==> src/rtl/core/tdt_ram.sv <==
`default_nettype none

// Simple dual-port synchronous memory: one write and one registered read per cycle.
// The read data holds its value while no read is issued.
module tdt_ram #(
   parameter int WIDTH = 8,
   parameter int DEPTH = 16,
   parameter int AW    = 4
) (
   input  wire logic             clock,
   input  wire logic             wr_en,
   input  wire logic [AW-1:0]    wr_addr,
   input  wire logic [WIDTH-1:0] wr_data,
   input  wire logic             rd_en,
   input  wire logic [AW-1:0]    rd_addr,
   output logic      [WIDTH-1:0] rd_data
);

   logic [WIDTH-1:0] mem [DEPTH];

   // Write port.
   always_ff @(posedge clock) begin
      if (wr_en) begin
         mem[wr_addr] <= wr_data;
      end
   end

   // Registered read port.
   always_ff @(posedge clock) begin
      if (rd_en) begin
         rd_data <= mem[rd_addr];
      end
   end

endmodule

`default_nettype wire

==> config.mk <==
export PLATFORM = sky130hd
export DESIGN_NAME = tdt_ram
export DESIGN_NICKNAME = d
export VERILOG_FILES = /design/src/rtl/core/tdt_ram.sv
export SDC_FILE = /design/constraint.sdc
export NUM_CORES = 1
export LEC_CHECK = 0
export BUFFER_PORTS_ARGS = -buffer_cell sky130_fd_sc_hd__buf_2
export CAP_MARGIN = 10
export CORE_UTILIZATION = 45
export DETAILED_ROUTE_END_ITERATION = 12
export MAX_ROUTING_LAYER = met4
export PLACE_DENSITY = 0.6
export SYNTH_ARGS = -nofsm -noshare
export SYNTH_HDL_FRONTEND = slang
export SYNTH_SLANG_ARGS = --single-unit
==> constraint.sdc <==
create_clock -name clock -period 2.5 [get_ports clock]
set_clock_uncertainty 0.2 [all_clocks]
set_input_delay 0.25 -clock clock [delete_from_list [all_inputs] [get_ports clock]]
set_output_delay 0.25 -clock clock [all_outputs]
set_load 0.02 [all_outputs]
==> out/summary.md <==
The largest fanout on the critical path is 1, and the latest clock arrival within the worst-skew pair is 0.41 ns. The count of nets left with antenna violations once routing finished came out at 0. The synthesized netlist devotes 0% of its cell area to XOR and XNOR gates. Routability-driven placement finished with a final weighted congestion of 0.8075. After clock tree synthesis, the flow added hold-fix buffers numbering 0. IR analysis of the VDD net gives a maximum drop of 388.6 uV. The type of the worst setup path was reg -> reg. The pre-antenna-repair detailed-routing pass consisted of 4 iterations. The worst hold path belongs to the class in -> reg. The synthesized netlist devotes 0% of its cell area to adder and majority cells. The standard cell core area is 11080 um^2. The port buffer count came out at 26. The via count of the first global-routing pass was 2451. Setup repair after global routing left no endpoint under its margin.

The final number of max-transition violations was 0. Final hold violation count: 0. The synthesized netlist devotes 2.298% of its cell area to compound gates. After the first detailed-routing iteration, the DRC count stood at 158. The tool flagged a number of max-cap violations equal to 0.

Counting along the longest clock path gives a buffer depth of 2. The routed length per instance was 21.71 um; the total track usage was 18.40%. The number of top-level design ports is 27, and the area of the mapped netlist is 5228 um^2.

Data on the critical path is required at its endpoint by 2.45 ns. Detailed placement finished with a half-perimeter wire length of 6096 um. After filler insertion, the fill cell instance count of the layout stands at 846. Setup violations remaining at the end of the flow were counted as 0.

For the pin with the worst max-slew slack, the measured transition is 0.6000 ns. The logs give 1.69 ns for the arrival time reported for the critical path endpoint and 0 for the overflow left after global routing. In the synthesized netlist the dominant register cell turns out to be edfxtp_1. The buffer cell driving the clock tree root is clkbuf_16. The tools report the number of antenna violations at the first check in global routing as 0.

The die is 109.8 um wide. The routed design has 9465 um of wire. The logs give 59.85% for the tightest slew margin relative to the limit and 78.12% for the share of synthesized area occupied by flip-flops and latches. Sorting the synthesized cells by area gives the leading types as edfxtp_1, mux4_2, mux4_1. The clock slew seen by the registers of the worst setup and hold paths came out at 0.05 ns.

For this design the ratio of total power to cell area is 793.5 nW/um^2. The first global-routing pass estimated 14350 um of wire. The detailed-route via count came out at 2410.

The run finished with clean final reports. Relative to the synthesized area, the layout overhead comes to 16.71%. The count of unique library cells instantiated by Yosys is 18, and the total of flip-flops plus latches after synthesis is 136. For the total number of placement rows, the log shows 38. The run gives 0.3923 ns as the setup slack after placement. The synthesized area per cell works out to 22.83 um^2. The final period utilization is 69.96%. The fraction of registers with async set or reset after synthesis came out at 0%. The number of enable-type register cells in the synthesized netlist works out to 136.

The static leakage power came out at 2.057 nW. The clock net in this run drives a total of 136 sinks. The count of cells resized by post-cts repair is 0. Post-synthesis instance total: 229. The pin count of the biggest net entering global routing is 33, and the fmax is 571.7 MHz. TritonCTS built the clock tree. The die footprint came out at 12050 um^2. In this run the biggest area consumer among cell types represents 78.12% of the synthesized area. Multiplexer cells account for 14.79% of the synthesized area. The tools report the post-synthesis net count as 248. The initial utilization of the core area, before any placement, comes to 47.19%.

The minimum clock period after layout is 1.749 ns. The largest family of logic cells by synthesized area is multiplexers. The H-tree depth reported by CTS was 4; the final routed DRC violation total was 0. The final worst-path setup slack was 0.7509 ns.

Summing the areas of all and, or, nand and nor instances in the mapped netlist gives 3.135% of the synthesized area. The detail-routed via count per cell is 5.528, and the share of final-layout standard cells stronger than drive strength 1 is 28.04%. The tools report the type of element capturing the critical path as a register. In the final design database the tool counted 303 nets. The floorplan step set the die height to 109.8 um. The logs give 0 for the number of warnings printed during yosys synthesis and 17 for the number of buffers inserted during clock tree synthesis. Summed over all failing endpoints, the final setup total negative slack is 0 ns. For the post-CTS setup-driven buffer insertion count, the log shows 0.

The cell taking the most area after synthesis was edfxtp_1. 0 antenna diodes ended up in the layout. The worst setup path is launched from a register.
## power by group
part	switching, mW	internal, mW
clock network	0.786	1.23
registers	0.0129	2.57
logic	0.143	0.101
total	0.942	3.90
## cell families after synthesis
kind of cell,Yosys count
muxes,32
DFF,136
AOI/OAI and AO/OA,16
and+or+nand+nor,35
buffers and inverters,10
## per-layer routing
metal	vias up	wire length, um	track usage (%)	part of all wire, %
li1	1092	-	-	-
met1	1229	4267	24.07	45
met2	78	4601	27.63	49
met3	11	476	4.801	5.0
met4	0	119	7.429	1.3
met5	-	0	-	0
## synthesized netlist by cell type, drive strengths merged, types with 2 or more instances
master / n
nor2: 13
mux4: 32
a22oi: 16
nand2b: 2
nor3: 4
edfxtp: 136
buf: 7
nand3b: 2
nand2: 9
clkdlybuf4s25: 3
## final timing paths
kind	start	endpoint	slack [ns]	cells after the start
max	mem[1][2]	rd_data[2]	0.75	3
min	wr_data[0]	mem[15][0]	0.03	1
max reg2reg	mem[1][2]	rd_data[2]	0.75	3
min reg2reg	mem[11][1]	rd_data[1]	0.55	3
## flip-flops by register name (all words and copies together) (netlist names)
| signal | count |
|---|---|
| mem | 128 |
| rd_data | 8 |
## placed cells by master (no fill, tap or decap)
| cell | n |
|---|---|
| clkinv_1 | 8 |
| edfxtp_1 | 136 |
| nand2_1 | 9 |
| and2_1 | 1 |
| clkbuf_16 | 17 |
| a22oi_1 | 16 |
| buf_12 | 2 |
| buf_4 | 18 |
| nand3b_1 | 2 |
| mux4_1 | 14 |
| nor2_1 | 13 |
| nor3_1 | 4 |
| buf_2 | 26 |
| nand3_1 | 1 |
| mux4_2 | 18 |
| clkinv_2 | 1 |
| and2b_1 | 1 |
| nand2b_1 | 2 |
| or3b_2 | 1 |
| clkbuf_1 | 5 |
| nor2b_1 | 1 |
## layout make-up
cell class                      count  area (um^2)  share of cell area (%)
Timing Repair Buffer               46        305.3                   5.004
Multi-Input combinational cell     83         1057                   17.33
Sequential cell                   136         4084                   66.94
Clock inverter                      9        35.03                  0.5742
Clock buffer                       22        444.2                   7.281
Tap cell                          140        175.2                   2.871
## worst max-delay path, stage by stage, from the launching register on
cell and delay [ns]:
edfxtp_1 0.36, mux4_1 0.51, a22oi_1 0.31, nand2_1 0.11
## metrics by stage
| step | cell area [um^2] | hold WS [ns] | instances | power (mW) | util (%) |
|---|---|---|---|---|---|
| final | 6101 | 0.03216 | 436 | 4.841 | 55.07 |
| after global routing | 6101 | 0.02298 | 436 | 5.002 | 55.07 |
| after CTS | 6101 | 0.02034 | 436 | 4.894 | 55.07 |
| after detailed placement | 5622 | 0.4509 | 405 | 2.879 | 50.75 |
| after global placement | 5622 | 0.4440 | 405 | 2.873 | 50.75 |
| after floorplan | 5228 | 0.1489 | 229 | 2.770 | - |
Power figures use the tool's default switching activity.
